--- config.mk ---
export PLATFORM = sky130hd
export DESIGN_NAME = humidity_frame_check_convert_unit
export DESIGN_NICKNAME = d
export VERILOG_FILES = /design/src/rtl/core/hfcc_pkg.sv /design/src/rtl/core/humidity_frame_check_convert_unit.sv /design/src/rtl/core/hfcc_front.sv /design/src/rtl/core/hfcc_queue.sv /design/src/rtl/core/hfcc_back.sv
export SDC_FILE = /design/constraint.sdc
export NUM_CORES = 1
export LEC_CHECK = 0
export BUFFER_PORTS_ARGS = -buffer_cell sky130_fd_sc_hd__buf_2
export CAP_MARGIN = 20
export CORE_ASPECT_RATIO = 1.5
export CORE_MARGIN = 2
export CORE_UTILIZATION = 64
export CTS_CLUSTER_DIAMETER = 50
export DETAILED_ROUTE_END_ITERATION = 6
export HOLD_SLACK_MARGIN = 0.05
export PLACE_DENSITY = 0.82
export SLEW_MARGIN = 20
export SYNTH_ARGS = -nofsm -noshare
export SYNTH_HDL_FRONTEND = slang
export SYNTH_SLANG_ARGS = --single-unit
--- constraint.sdc ---
create_clock -name aclk -period 7.2 [get_ports aclk]
set_input_delay 1.44 -clock aclk [delete_from_list [all_inputs] [get_ports aclk]]
set_output_delay 1.44 -clock aclk [all_outputs]
set_load 0.05 [all_outputs]
--- src/rtl/core/hfcc_pkg.sv ---
// shared types, constants and the crc-8 byte step for the humidity frame check and convert unit
package hfcc_pkg;

    // crc-8 as used by the sensor: poly 0x31, init 0xff, msb first, no final xor
    localparam logic [7:0] CRC_POLY = 8'h31;
    localparam logic [7:0] CRC_INIT = 8'hFF;

    // fixed-point conversion constants, results in hundredths
    localparam logic [14:0] TEMP_GAIN   = 15'd17572;
    localparam logic [15:0] TEMP_OFFSET = 16'd4685;
    localparam logic [13:0] HUM_GAIN    = 14'd12500;
    localparam logic [13:0] HUM_OFFSET  = 14'd600;
    localparam logic [13:0] HUM_MAX     = 14'd10000;

    // default depth of the job queue between front and back
    localparam int QUEUE_DEPTH = 2;

    // frame status codes
    typedef enum logic [1:0] {
        STATUS_OK       = 2'd0,
        STATUS_TEMP_BAD = 2'd1,
        STATUS_HUM_BAD  = 2'd2
    } status_t;

    // input item: one received byte
    typedef struct packed {
        logic [7:0] data_byte;
        logic       frame_start;
    } hfcc_in_t;

    // result item
    typedef struct packed {
        logic signed [14:0] temperature_centi;
        logic [13:0]        humidity_centi;
        status_t            frame_status;
    } hfcc_out_t;

    // checked frame handed from front to back
    typedef struct packed {
        logic [15:0] temp_word;
        logic [15:0] hum_word;
        status_t     status;
    } hfcc_job_t;

    // one byte through the crc, eight shift steps
    function automatic logic [7:0] crc8_byte(input logic [7:0] crc, input logic [7:0] b);
        logic [7:0] c;
        c = crc ^ b;
        for (int k = 0; k < 8; k++) begin
            c = c[7] ? ((c << 1) ^ CRC_POLY) : (c << 1);
        end
        return c;
    endfunction

endpackage

--- src/rtl/core/humidity_frame_check_convert_unit.sv ---
// top level of the humidity frame check and convert unit
// Takes a six-byte measurement frame (temperature word, its crc, humidity word, its crc),
// one byte per item, and gives one result per frame: temperature in 0.01 degC, humidity in
// 0.01 %RH clamped to 0..10000, and a status naming the first failing crc (values zero then).
// A frame_start byte restarts the count; otherwise frames follow each other without marker.
// One byte is accepted every cycle while s_ready is high; the front runs the crc byte step and
// word assembly combinationally. The result of a frame is valid once it has passed the queue
// (written on the accepting edge of its sixth byte), the scaling multiply and the result register,
// and the queue lets the byte side keep going while results wait; s_ready drops only when
// QUEUE_DEPTH finished frames wait in the queue behind both stalled back stages.
module humidity_frame_check_convert_unit #(
    parameter int QUEUE_DEPTH = hfcc_pkg::QUEUE_DEPTH
) (
    input  logic                 aclk,
    input  logic                 aresetn,
    input  logic                 s_valid,
    output logic                 s_ready,
    input  hfcc_pkg::hfcc_in_t   s_data,
    output logic                 m_valid,
    input  logic                 m_ready,
    output hfcc_pkg::hfcc_out_t  m_data
);

    logic                accept;
    logic                push;
    hfcc_pkg::hfcc_job_t push_job;
    logic                q_full;
    logic                q_empty;
    logic                q_pop;
    hfcc_pkg::hfcc_job_t q_job;

    // input handshake
    assign s_ready = !q_full;
    assign accept  = s_valid && s_ready;

    hfcc_front u_front (
        .aclk     (aclk),
        .aresetn  (aresetn),
        .accept   (accept),
        .in_item  (s_data),
        .push     (push),
        .push_job (push_job)
    );

    hfcc_queue #(
        .DEPTH (QUEUE_DEPTH)
    ) u_queue (
        .aclk     (aclk),
        .aresetn  (aresetn),
        .push     (push),
        .push_job (push_job),
        .full     (q_full),
        .pop      (q_pop),
        .pop_job  (q_job),
        .empty    (q_empty)
    );

    hfcc_back u_back (
        .aclk    (aclk),
        .aresetn (aresetn),
        .q_empty (q_empty),
        .q_job   (q_job),
        .q_pop   (q_pop),
        .m_valid (m_valid),
        .m_ready (m_ready),
        .m_data  (m_data)
    );

endmodule

--- src/rtl/core/hfcc_front.sv ---
// front part: byte counting, crc checking and word assembly, one frame job per six bytes
module hfcc_front (
    input  logic                 aclk,
    input  logic                 aresetn,
    input  logic                 accept,
    input  hfcc_pkg::hfcc_in_t   in_item,
    output logic                 push,
    output hfcc_pkg::hfcc_job_t  push_job
);

    // byte positions within the frame
    localparam logic [2:0] POS_T_HI  = 3'd0;
    localparam logic [2:0] POS_T_LO  = 3'd1;
    localparam logic [2:0] POS_T_CRC = 3'd2;
    localparam logic [2:0] POS_H_HI  = 3'd3;
    localparam logic [2:0] POS_H_LO  = 3'd4;
    localparam logic [2:0] POS_H_CRC = 3'd5;

    logic [2:0]  pos_reg, pos_next;
    logic [7:0]  crc_reg, crc_next;
    logic [15:0] temp_word_reg, temp_word_next;
    logic [7:0]  hum_hi_reg, hum_hi_next;
    logic [15:0] hum_word_reg, hum_word_next;
    logic        temp_fail_reg, temp_fail_next;

    logic [2:0]  eff_pos;
    logic [7:0]  crc_in;
    logic [7:0]  crc_step;
    logic [7:0]  b;

    // effective position: a frame start or an out-of-range count restarts at byte 0
    assign b       = in_item.data_byte;
    assign eff_pos = (in_item.frame_start || pos_reg > POS_H_CRC) ? POS_T_HI : pos_reg;

    // crc restarts at the first byte of each word
    assign crc_in   = (eff_pos == POS_T_HI || eff_pos == POS_H_HI) ? hfcc_pkg::CRC_INIT
                                                                   : crc_reg;
    assign crc_step = hfcc_pkg::crc8_byte(crc_in, b);

    // job goes out with the last byte
    assign push = accept && (eff_pos == POS_H_CRC);
    always_comb begin
        push_job.temp_word = temp_word_reg;
        push_job.hum_word  = hum_word_reg;
        if (temp_fail_reg) begin
            push_job.status = hfcc_pkg::STATUS_TEMP_BAD;
        end else if (crc_reg != b) begin
            push_job.status = hfcc_pkg::STATUS_HUM_BAD;
        end else begin
            push_job.status = hfcc_pkg::STATUS_OK;
        end
    end

    // per-position update of the frame state
    always_comb begin
        pos_next       = pos_reg;
        crc_next       = crc_reg;
        temp_word_next = temp_word_reg;
        hum_hi_next    = hum_hi_reg;
        hum_word_next  = hum_word_reg;
        temp_fail_next = temp_fail_reg;
        if (accept) begin
            pos_next = (eff_pos == POS_H_CRC) ? POS_T_HI : eff_pos + 3'd1;
            unique case (eff_pos)
                POS_T_HI: begin
                    crc_next       = crc_step;
                    temp_word_next = {b, 8'd0};
                end
                POS_T_LO: begin
                    crc_next       = crc_step;
                    temp_word_next = {temp_word_reg[15:8], b};
                end
                POS_T_CRC: begin
                    temp_fail_next = (crc_reg != b);
                    crc_next       = hfcc_pkg::CRC_INIT;
                end
                POS_H_HI: begin
                    crc_next    = crc_step;
                    hum_hi_next = b;
                end
                POS_H_LO: begin
                    crc_next      = crc_step;
                    hum_word_next = {hum_hi_reg, b};
                end
                default: begin
                    crc_next = hfcc_pkg::CRC_INIT;
                end
            endcase
        end
    end

    // frame state registers
    always_ff @(posedge aclk) begin
        if (!aresetn) begin
            pos_reg       <= POS_T_HI;
            crc_reg       <= hfcc_pkg::CRC_INIT;
            temp_word_reg <= '0;
            hum_hi_reg    <= '0;
            hum_word_reg  <= '0;
            temp_fail_reg <= 1'b0;
        end else begin
            pos_reg       <= pos_next;
            crc_reg       <= crc_next;
            temp_word_reg <= temp_word_next;
            hum_hi_reg    <= hum_hi_next;
            hum_word_reg  <= hum_word_next;
            temp_fail_reg <= temp_fail_next;
        end
    end

endmodule

--- src/rtl/core/hfcc_queue.sv ---
// short job queue between front and back
module hfcc_queue #(
    parameter int DEPTH = hfcc_pkg::QUEUE_DEPTH
) (
    input  logic                 aclk,
    input  logic                 aresetn,
    input  logic                 push,
    input  hfcc_pkg::hfcc_job_t  push_job,
    output logic                 full,
    input  logic                 pop,
    output hfcc_pkg::hfcc_job_t  pop_job,
    output logic                 empty
);

    localparam int AW = (DEPTH > 1) ? $clog2(DEPTH) : 1;
    localparam int CW = $clog2(DEPTH + 1);

    hfcc_pkg::hfcc_job_t mem_reg [DEPTH];
    logic [AW-1:0] wr_ptr_reg, wr_ptr_next;
    logic [AW-1:0] rd_ptr_reg, rd_ptr_next;
    logic [CW-1:0] count_reg, count_next;

    assign full    = (count_reg == CW'(DEPTH));
    assign empty   = (count_reg == '0);
    assign pop_job = mem_reg[rd_ptr_reg];

    // pointer and fill count update
    always_comb begin
        wr_ptr_next = wr_ptr_reg;
        rd_ptr_next = rd_ptr_reg;
        count_next  = count_reg;
        if (push) begin
            wr_ptr_next = (wr_ptr_reg == AW'(DEPTH - 1)) ? '0 : wr_ptr_reg + AW'(1);
        end
        if (pop) begin
            rd_ptr_next = (rd_ptr_reg == AW'(DEPTH - 1)) ? '0 : rd_ptr_reg + AW'(1);
        end
        if (push && !pop) begin
            count_next = count_reg + CW'(1);
        end else if (pop && !push) begin
            count_next = count_reg - CW'(1);
        end
    end

    always_ff @(posedge aclk) begin
        if (!aresetn) begin
            wr_ptr_reg <= '0;
            rd_ptr_reg <= '0;
            count_reg  <= '0;
        end else begin
            wr_ptr_reg <= wr_ptr_next;
            rd_ptr_reg <= rd_ptr_next;
            count_reg  <= count_next;
        end
    end

    // storage write
    always_ff @(posedge aclk) begin
        if (push) begin
            mem_reg[wr_ptr_reg] <= push_job;
        end
    end

    // checks on queue use
    a_no_push_full: assert property (@(posedge aclk) disable iff (!aresetn)
        full |-> !push) else $error("job pushed into full queue");
    a_no_pop_empty: assert property (@(posedge aclk) disable iff (!aresetn)
        empty |-> !pop) else $error("job popped from empty queue");
    a_count_bound: assert property (@(posedge aclk) disable iff (!aresetn)
        count_reg <= CW'(DEPTH)) else $error("queue count beyond depth");

endmodule

--- src/rtl/core/hfcc_back.sv ---
// back part: scaling multiplies, offset and saturation, result register
module hfcc_back (
    input  logic                 aclk,
    input  logic                 aresetn,
    input  logic                 q_empty,
    input  hfcc_pkg::hfcc_job_t  q_job,
    output logic                 q_pop,
    output logic                 m_valid,
    input  logic                 m_ready,
    output hfcc_pkg::hfcc_out_t  m_data
);

    logic                s1_valid_reg, s1_valid_next;
    logic [30:0]         t_prod_reg;
    logic [29:0]         h_prod_reg;
    hfcc_pkg::status_t   s1_status_reg;
    logic                out_valid_reg, out_valid_next;
    hfcc_pkg::hfcc_out_t out_reg, out_next;

    logic                out_free;
    logic                s1_free;
    logic [14:0]         t_scaled;
    logic signed [15:0]  t_sum;
    logic [13:0]         h_scaled;
    logic [13:0]         h_sub;

    // stall chain from the result side back to the queue
    assign out_free = !out_valid_reg || m_ready;
    assign s1_free  = !s1_valid_reg || out_free;
    assign q_pop    = !q_empty && s1_free;

    // stage 1: scale both words
    always_ff @(posedge aclk) begin
        if (q_pop) begin
            t_prod_reg    <= 31'(q_job.temp_word) * 31'(hfcc_pkg::TEMP_GAIN);
            h_prod_reg    <= 30'(q_job.hum_word) * 30'(hfcc_pkg::HUM_GAIN);
            s1_status_reg <= q_job.status;
        end
    end

    // stage 2: offsets, clamp and zeroing on crc error
    always_comb begin
        t_scaled = t_prod_reg[30:16];
        h_scaled = h_prod_reg[29:16];
        t_sum    = signed'({1'b0, t_scaled}) - signed'(hfcc_pkg::TEMP_OFFSET);
        h_sub    = h_scaled - hfcc_pkg::HUM_OFFSET;
        out_next = '0;
        out_next.frame_status = s1_status_reg;
        if (s1_status_reg == hfcc_pkg::STATUS_OK) begin
            out_next.temperature_centi = t_sum[14:0];
            if (h_scaled < hfcc_pkg::HUM_OFFSET) begin
                out_next.humidity_centi = '0;
            end else if (h_sub > hfcc_pkg::HUM_MAX) begin
                out_next.humidity_centi = hfcc_pkg::HUM_MAX;
            end else begin
                out_next.humidity_centi = h_sub;
            end
        end
    end

    // valid bits of both stages
    always_comb begin
        s1_valid_next  = s1_free ? q_pop : s1_valid_reg;
        out_valid_next = out_free ? s1_valid_reg : out_valid_reg;
    end

    always_ff @(posedge aclk) begin
        if (!aresetn) begin
            s1_valid_reg  <= 1'b0;
            out_valid_reg <= 1'b0;
        end else begin
            s1_valid_reg  <= s1_valid_next;
            out_valid_reg <= out_valid_next;
        end
    end

    // result register
    always_ff @(posedge aclk) begin
        if (out_free && s1_valid_reg) begin
            out_reg <= out_next;
        end
    end

    assign m_valid = out_valid_reg;
    assign m_data  = out_reg;

    // values are cleared on any crc error
    a_err_zero: assert property (@(posedge aclk) disable iff (!aresetn)
        (m_valid && m_data.frame_status != hfcc_pkg::STATUS_OK)
        |-> (m_data.temperature_centi == '0 && m_data.humidity_centi == '0))
        else $error("non-zero values on failed frame");
    // humidity stays within its clamp
    a_hum_range: assert property (@(posedge aclk) disable iff (!aresetn)
        m_valid |-> m_data.humidity_centi <= hfcc_pkg::HUM_MAX)
        else $error("humidity beyond clamp");

endmodule

# After elaboration in Yosys (flattened, before gate mapping)
# Memory sizes are Yosys's and may differ from the RTL's. A register that Yosys moved wholly into a read port is not among the register bits.
# Cells that the tools add are included.
[op_classes]
addsub = 7
mul = 2
n_div = 0
n_lt_le_gt_ge = 3
eq_ne = 7
n_shift = 0
muxes = 24
bitwise = 11
reduce_logical = 29
[op_table]
columns = ["cell", "count"]
rows = [
  ["$mux 6", 8],
  ["$pmux 16 s2", 1],
  ["$mul 16x13->29 const B", 1],
  ["$mul 16x12->28 const B", 1],
  ["$not 3->3", 8],
  ["$mux 8", 2],
  ["$sub 15x13->15 const B", 1],
  ["$gt 14x14->1 const B", 1],
  ["$lt 14x10->1 const B", 1],
  ["$mux 14", 1],
  ["$sub 14x10->14 const B", 1],
  ["$mux 2", 4],
  ["$ne 8x8->1", 1],
  ["$reduce_and 2->1", 4],
  ["$xor 8x8->8", 1],
  ["$eq 3x2->1 const B", 2],
  ["$eq 3x3->1 const B", 2],
  ["$logic_and 1x1->1", 6],
  ["$logic_not 1->1", 6],
  ["$mux 1", 6],
  ["$mux 3", 2],
  ["$logic_not 2->1", 2],
  ["$logic_or 1x1->1", 4],
  ["$reduce_bool 2->1", 2],
  ["other kinds (13)", 15],
]
[word_totals]
regBits = 148
latchBits = 0
ramBits = 68
rom_bits = 0
input_bits = 13
out_inout_bits = 33
elab_cells = 103
mem_count = 1
[memory_table]
columns = ["name", "words", "width", "read_ports", "rd_clocked_by_memory_dff", "wr", "line", "rtl"]
rows = [
  ["u_queue.mem_reg", 2, 34, 1, 1, 1, "hfcc_queue.sv:18", "hfcc_pkg::hfcc_job_t mem_reg [DEPTH];"],
]

# Depth between registers and ports, before layout
# Gate-level depths: netlist of the first run.
[logic_depth]
depth_word = 24
depth_mapped = 21
depth_no_buf = 19

# Modules after synthesis
# Synthesis of the first run repeated with hierarchy kept, for this count alone.
[unflattened]
hier_cells = 1193
area_unflattened_um2 = 13427.9
[modules_own_cells]
columns = ["module", "n_inst", "cells_per_inst", "area_per_inst_um2"]
rows = [
  ["hfcc_back", 1, 802, 8282.9],
  ["hfcc_queue", 1, 128, 2671.3],
  ["hfcc_front", 1, 261, 2463.6],
  ["humidity_frame_check_convert_unit", 1, 2, 10.0],
]

# Worst setup path after synthesis of the first run
# No wires, ideal clock.
[synth_timing]
path_type = "register to register"
start = "register with a tool-made name"
end = "register u_back.h_prod_reg[27] (data pin)"
setup_ps = 258
t_arrival_ps = 5148
required_time_ps = 6942
setup_slack_ps = 1794
stages_incl_launch_ff = 21
n_path_buf = 3
cell_sequence = "dfxtp_1 > buf_6 > clkbuf_1 > mux2_2 > ha_1 > ha_1 > xnor2_1 > ha_1 > fa_1 > inv_1 > fa_1 > inv_1 > ha_1 > buf_2 > a21oi_1 > o21ai_1 > a21o_1 > a221oi_2 > o31ai_2 > a31oi_1 > xnor2_1"
[synth_rtl]
columns = ["element", "line", "rtl"]
rows = [
  ["end signal: assignment", "hfcc_back.sv:36", "h_prod_reg <= 30'(q_job.hum_word) * 30'(hfcc_pkg::HUM_GAIN);"],
  ["end: declaration", "hfcc_back.sv:15", "logic [29:0] h_prod_reg;"],
]

==> results of run 1 <==
[worst register-to-register path: stages, from the launching register on]
cell,delay (ps)
dfxtp_1,810
mux2_2,490
ha_1,380
xor2_1,290
xor2_1,110
ha_1,190
a31o_2,230
fa_1,490
inv_1,50
fa_1,540
inv_1,40
ha_1,370
a21oi_1,310
o21ai_1,110
a21o_1,200
a221oi_2,450
o31ai_2,160
a31oi_1,210
xnor2_1,90
[kinds of logic (layout without fill, tap and decap cells)]
family,count (synthesis),count (layout),share of synthesized area (%)
compound gates,181,181,9.06
xor+xnor,90,90,6.28
fa+ha+maj,261,261,28.3
buf+inv,211,266,6.11
flops,189,189,38.4
mux,44,44,3.61
simple gates,233,233,8.24
[cells in the final DEF (no fill, tap or decap), drive strengths merged, types with 10 or more instances in the layout]
master | netlist | layout
fa | 65 | 65
a22oi | 10 | 10
a21o | 24 | 24
mux2 | 30 | 30
clkbuf | 22 | 17
nand3 | 19 | 19
nor3 | 11 | 11
edfxtp | 130 | 130
xor2 | 27 | 27
a21oi | 65 | 65
nand2 | 80 | 80
xnor2 | 62 | 62
mux2i | 14 | 14
ha | 196 | 196
nor2 | 75 | 75
buf | 8 | 53
dfxtp | 59 | 59
o21ai | 20 | 20
inv | 180 | 188
[per-stage QoR]
stage	instances	util (%)
after floorplan	1209	-
after global placement	1496	67.6
after detailed placement	1496	67.6
after CTS	1528	70.5
after global routing	1528	70.5
final	1528	70.5
[layout make-up]
type                            count  area [um^2]
Fill cell                        1426         6000
Inverter                          181          679
Sequential cell                   189         5080
Clock inverter                     15          175
Tap cell                          264          330
Timing Repair Buffer               53          285
Multi-Input combinational cell    809         7360
Clock buffer                       17          425
[path summary, 6_finish.rpt]
check / start / to / slack, ps
hold reg to reg: u_back.s1_status_reg[1] / u_back.m_data[1] / 440
setup reg to reg: register / u_back.h_prod_reg[27] / 1410
hold / removal: u_back.s1_status_reg[1] / u_back.m_data[1] / 440
setup / recovery: register / u_back.h_prod_reg[27] / 1410
[power by group through the flow]
stage / Sequential, mW / Clock, mW / Combinational [mW]
after floorplan: 1.80 / 0 / 2.35
after global placement: 1.62 / 0 / 3.03
after detailed placement: 1.63 / 0 / 3.16
after CTS: 1.61 / 0.956 / 3.19
after global routing: 1.63 / 1.00 / 3.57
final: 1.61 / 0.948 / 3.19
[metal layers]
| metal | GRT usage, % | vias to the layer above |
|---|---|---|
| li1 | - | 4236 |
| met1 | 25.5 | 4133 |
| met2 | 43.9 | 207 |
| met3 | 3.23 | 60 |
| met4 | 9.93 | 0 |
| met5 | 0 | - |
==> reports/qor.txt, run 1 <==
Status: finished, final reports clean
Dpl ws: 1410 ps
Worst path required time: 7390 ps
Crit end category: register
Placement Rows: 64
Fin crit period: 5790 ps
1st-pass router iterations: 7
Area Overhead vs Synth: 8.23%
Slew Viols, Final: 0
Vias per cell: 5.65
Met1 Wirelength: 9830 um
Hold Crit Class: register to register
Final layout net count: 1525
Die span in x: 121 um
Initial antenna violation count: 0
Final hold slack: 443 ps
# DRC: 0
Sw Ratio: 42.5%
Syn Std Cell Area: 13300 um^2
Final instance area: 14300 um^2
Hold depth: 0
Prevailing post-synth register cell: edfxtp_1
YS warnings: 0
Clock Sinks: 189
CP peak stage delay: 810 ps
CP Data Arrival Time: 5980 ps
Fraction of layout cells with a size suffix above 1: 11.5%
Reg clk slew, reported paths: 70 ps
I/O pin count: 46
Worst setup margin: 1410 ps
CTS H-tree depth: 4
CP Launch Type: register
Synth top area share: 29.5%
PostCTS Resize Cnt: 0
Crit path depth: 18
Root buffer cell: clkbuf_16
Met2 routed WL: 13200 um
Peak supply drop: 0.000298 V
Worst path slowest cell: dfxtp_1
Grt total ovfl: 0
LEAKAGE: 6.58 nW
RSZ-0062 raised after global routing: no
EDFF count, synth: 130
First-pass GRT wire length: 40400 um
Syn_area_per_cell: 11.0 um^2
Die Ht: 180 um
DPL Wire Length: 19100 um
Syn Inst Count: 1209
Critical path class: register to register
Fin Setup TNS: 0 ps
Top Layer Used: met4
Post CTS Setup Buffer Count: 0
R2R cell count: 18
Placed inst area: 13700 um^2
Mapped Nets: 1483
Slew HR: 45.9%
Commonest cells in the netlist: ha_1 (196), inv_1 (179), edfxtp_1 (130)
Total Power: 5.74 mW
Post-synthesis cell type with the largest combined area: edfxtp_1
Remaining antenna violation count: 0
Max cap viols: 0
Final Skew: 12.3 ps
Avg WL per Cell: 16.1 um
# port buffers: 45
TritonCTS clock tree: yes
Routability Congestion: 0.922
Count leader, synth: ha_1
Power share of the clock group: 16.5%
Worst Path Buf+Inv: 2
FMAX: 173 MHz
Fin crit share: 80.4%
CTS hold repair buffers: 0
Metal3 WL: 730 um
Bufs on Longest Clock Path: 2
Num CTS Buffers: 17
Largest register FFs: 68
Core Area: 20300 um^2
Async SR Flop Fraction: 0%
CP dominant cell by count: ha_1
Leading post-synthesis cells by cell area: edfxtp_1 (29%), ha_1 (19%), fa_1 (9.8%)
Combinational power share: 55.5%
Seq/Total Area, Yosys: 38.4%
Initial DRC Count: 359
Sw power: 2.44 mW
Clk_lat worst skew: 440 ps
Final-report hold violation count: 0
Starting density of the core: 65.1%
Largest net degree at the start of global routing: 54
Final wirelength: 24600 um
Worst-path fanout max: 18
Routed vias: 8636
Critical path, cell by cell: mux2_2, ha_1, xor2_1, xor2_1, ha_1, a31o_2, fa_1, inv_1, fa_1, inv_1, ha_1, a21oi_1, o21ai_1, a21o_1, a221oi_2, o31ai_2, a31oi_1, xnor2_1
Antenna diode count: 0
Final setup viols: 0
CP delay by family, top: adder cells
Worst-Margin Slew: 811 ps
Flops & latches, synth: 189
Number of global-route vias before repair: 8843
Netlist cell types: 73
Die ar.: 21900 um^2
Internal power: 3.30 mW
Sequential Power Share: 28.0%
Pwr/cell area: 400 nW/um^2
GR Util All Layers: 23.3%
Power figures use the tool's default switching activity.
==> run 2, diff against run 1 <==
- ABC_AREA: default -> 1
- CORE_UTILIZATION: 64 -> 58
- PLACE_DENSITY: 0.82 -> 0.78
- clock period: 7.2 -> 5 ns (I/O delays scaled with it)
==> run 2 against run 1 <==
Effect of this change: routed wire length is 11% higher; register-to-register slack worse by 1200 ps; hold slack better by 12 ps; global-route usage is 0.13 points higher; via count is 15% higher.
==> reports/qor.txt, run 2 <==
I/O pin count: 46
Met1 global-route usage: 25.1%
Register area: 5080 um^2
Syn Inst Count: 1473
Grt total ovfl: 0
Hold Crit Class: register to register
Fin crit period: 4770 ps
Root buffer cell: clkbuf_16
Bufs on Longest Clock Path: 2
Die ar.: 24600 um^2
Fin crit share: 95.4%
CP Launch Type: register
Avg WL per Cell: 15.0 um
Area Overhead vs Synth: 9.61%
YS warnings: 0
Vias per cell: 5.42
Final setup viols: 0
Max cap viols: 0
Final hold slack: 455 ps
Mapped Nets: 1747
Placed inst area: 14100 um^2
Most common cell after layout, fill and taps aside: nand2_1
Final Skew: 11.4 ps
Fin Setup TNS: 0 ps
Die span in x: 129 um
Num CTS Buffers: 17
DPL Wire Length: 21500 um
Count leader, synth: nand2_1
Commonest cells in the netlist: nand2_1 (293), inv_1 (255), ha_1 (196)
Most frequent cells in the layout: nand2_1 (289), inv_1 (251), ha_1 (193), edfxtp_1 (130), a21oi_1 (112)
CP Data Arrival Time: 4960 ps
Worst-path fanout max: 12
CTS H-tree depth: 4
Fill count: 1824
CP peak stage delay: 530 ps
Clk_lat worst skew: 450 ps
EDFF count, synth: 130
Slew Viols, Final: 0
Worst-Margin Slew: 1020 ps
Final-report hold violation count: 0
Synth top area share: 28.9%
Flops & latches, synth: 189
Largest net degree at the start of global routing: 35
Prevailing post-synth register cell: edfxtp_1
R2r setup slk: 230 ps
Critical path class: register to register
RSZ-0062 raised after global routing: no
Final instance area: 14800 um^2
Reg clk slew, reported paths: 80 ps
# port buffers: 45
Async SR Flop Fraction: 0%
Fraction of layout cells with a size suffix above 1: 9.63%
Starting density of the core: 58.9%
Number of global-route vias before repair: 10200
Clock Sinks: 189
Post-synthesis cell type with the largest combined area: edfxtp_1
# DRC: 0
Netlist cell types: 39
Placement Rows: 68
Syn Std Cell Area: 13500 um^2
R2R cell count: 21
Routed vias: 9908
Critical path, cell by cell: inv_2, buf_4, nand2_1, nand2_1, buf_4, ha_1, ha_4, xor2_1, ha_1, fa_1, inv_1, fa_1, inv_1, ha_1, a21oi_1, o21ai_0, a21oi_1, nand2_1, nand3_1, nand3_1, xor2_1
Leading post-synthesis cells by cell area: edfxtp_1 (29%), ha_1 (18%), fa_1 (9.6%)
GR Util All Layers: 23.4%
Hold depth: 2
GR Util met2: 44.0%
GRT met3 Usage: 3.67%
Most Crowded Layer GR: met2
First-pass GRT wire length: 45800 um
Worst path required time: 5200 ps
Initial antenna violation count: 0
Worst path slowest cell: fa_1
Slew HR: 31.6%
Core Area: 23000 um^2
Antenna diode count: 0
Status: finished, final reports clean
TritonCTS clock tree: yes
Initial DRC Count: 518
Syn_area_per_cell: 9.18 um^2
Final layout net count: 1808
Remaining antenna violation count: 0
Area taken by multi-input logic gates: 7490 um^2
HP Start: u_front.hum_hi_reg[3]
Final wirelength: 27300 um
Die Ht: 191 um
Crit end category: register
Largest register FFs: 68
Crit Reg-Reg Endpoint: u_back.h_prod_reg[26]
Routability Congestion: 0.936
FMAX: 210 MHz
Seq/Total Area, Yosys: 37.6%
Hold Path Sink: u_front.hum_word_reg[11]
1st-pass router iterations: 5
==> run 2: cell count changes in the layout (fill, tap and decap cells not counted), moves of 16 or more <==
cell     delta
a21o_1     -16
a21oi_1    +51
inv_1      +72
mux2_2     -30
nand2_1   +209
nand3_1    +28
o21ai_0    +56
xnor2_1    -42
==> run 2: worst max-delay path by stage <==
| stage | start | to | slack, ps | cells after the start |
|---|---|---|---|---|
| after floorplan | register | u_back.h_prod_reg[29] | 7 | 24 |
| after global placement | register | u_back.t_prod_reg[26] | 180 | 19 |
| after detailed placement | register | u_back.h_prod_reg[25] | 70 | 22 |
| after CTS | register | u_back.h_prod_reg[25] | 40 | 22 |
| after global routing | register | u_back.h_prod_reg[26] | 4 | 21 |
| final | register | u_back.h_prod_reg[26] | 230 | 21 |
==> run 2: per-layer routing <==
layer  part of all wire [%]  up-vias
met3                    3.1       85
met5                      0        -
met2                     53      226
met1                     39     4636
li1                       -     4961
met4                    4.2        0
==> run 2: what timing repair did <==
action,in CTS,in global routing
setup endpoints to repair,0,19
setup buffers,0,1
resized for setup,0,27
hold buffers,0,0
==> run 2: layout make-up <==
| class | count | share of cell area (%) |
|---|---|---|
| Clock buffer | 17 | 2.87 |
| Clock inverter | 15 | 0.971 |
| Inverter | 262 | 6.64 |
| Multi-Input combinational cell | 1003 | 50.5 |
| Sequential cell | 189 | 34.3 |
| Tap cell | 280 | 2.36 |
| Timing Repair Buffer | 61 | 2.33 |
==> run 2: logic make-up after synthesis <==
kind of cell / synth area share [%]
adder cells (fa/ha/maj): 27.8
AND/OR/NAND/NOR: 14.5
buffers and inverters: 7.90
flip-flops: 37.6
AO/OA/AOI/OAI: 8.78
XOR/XNOR: 3.49
==> run 2: stage by stage <==
| step | utilization, % | instances | worst slack [ps] |
|---|---|---|---|
| floorplan | - | 1473 | 7.34 |
| global placement | 61.6 | 1794 | 176 |
| detailed placement | 61.6 | 1794 | 66.8 |
| CTS | 64.1 | 1826 | 38.2 |
| global route | 64.5 | 1827 | 3.63 |
| finish | 64.5 | 1827 | 232 |
==> run 2: worst max-delay path: cells and delay by family, from the launching register on <==
kind            cells  cell delay (ps)
buf+inv             5              520
compound gates      3              490
xor+xnor            2              310
simple gates        5              530
flops               1              360
fa+ha+maj           6             2310
Power of run 2 is left out: the tool's default activity adds up to more than one toggle a clock period on the data nets, which glitch-free logic cannot reach.
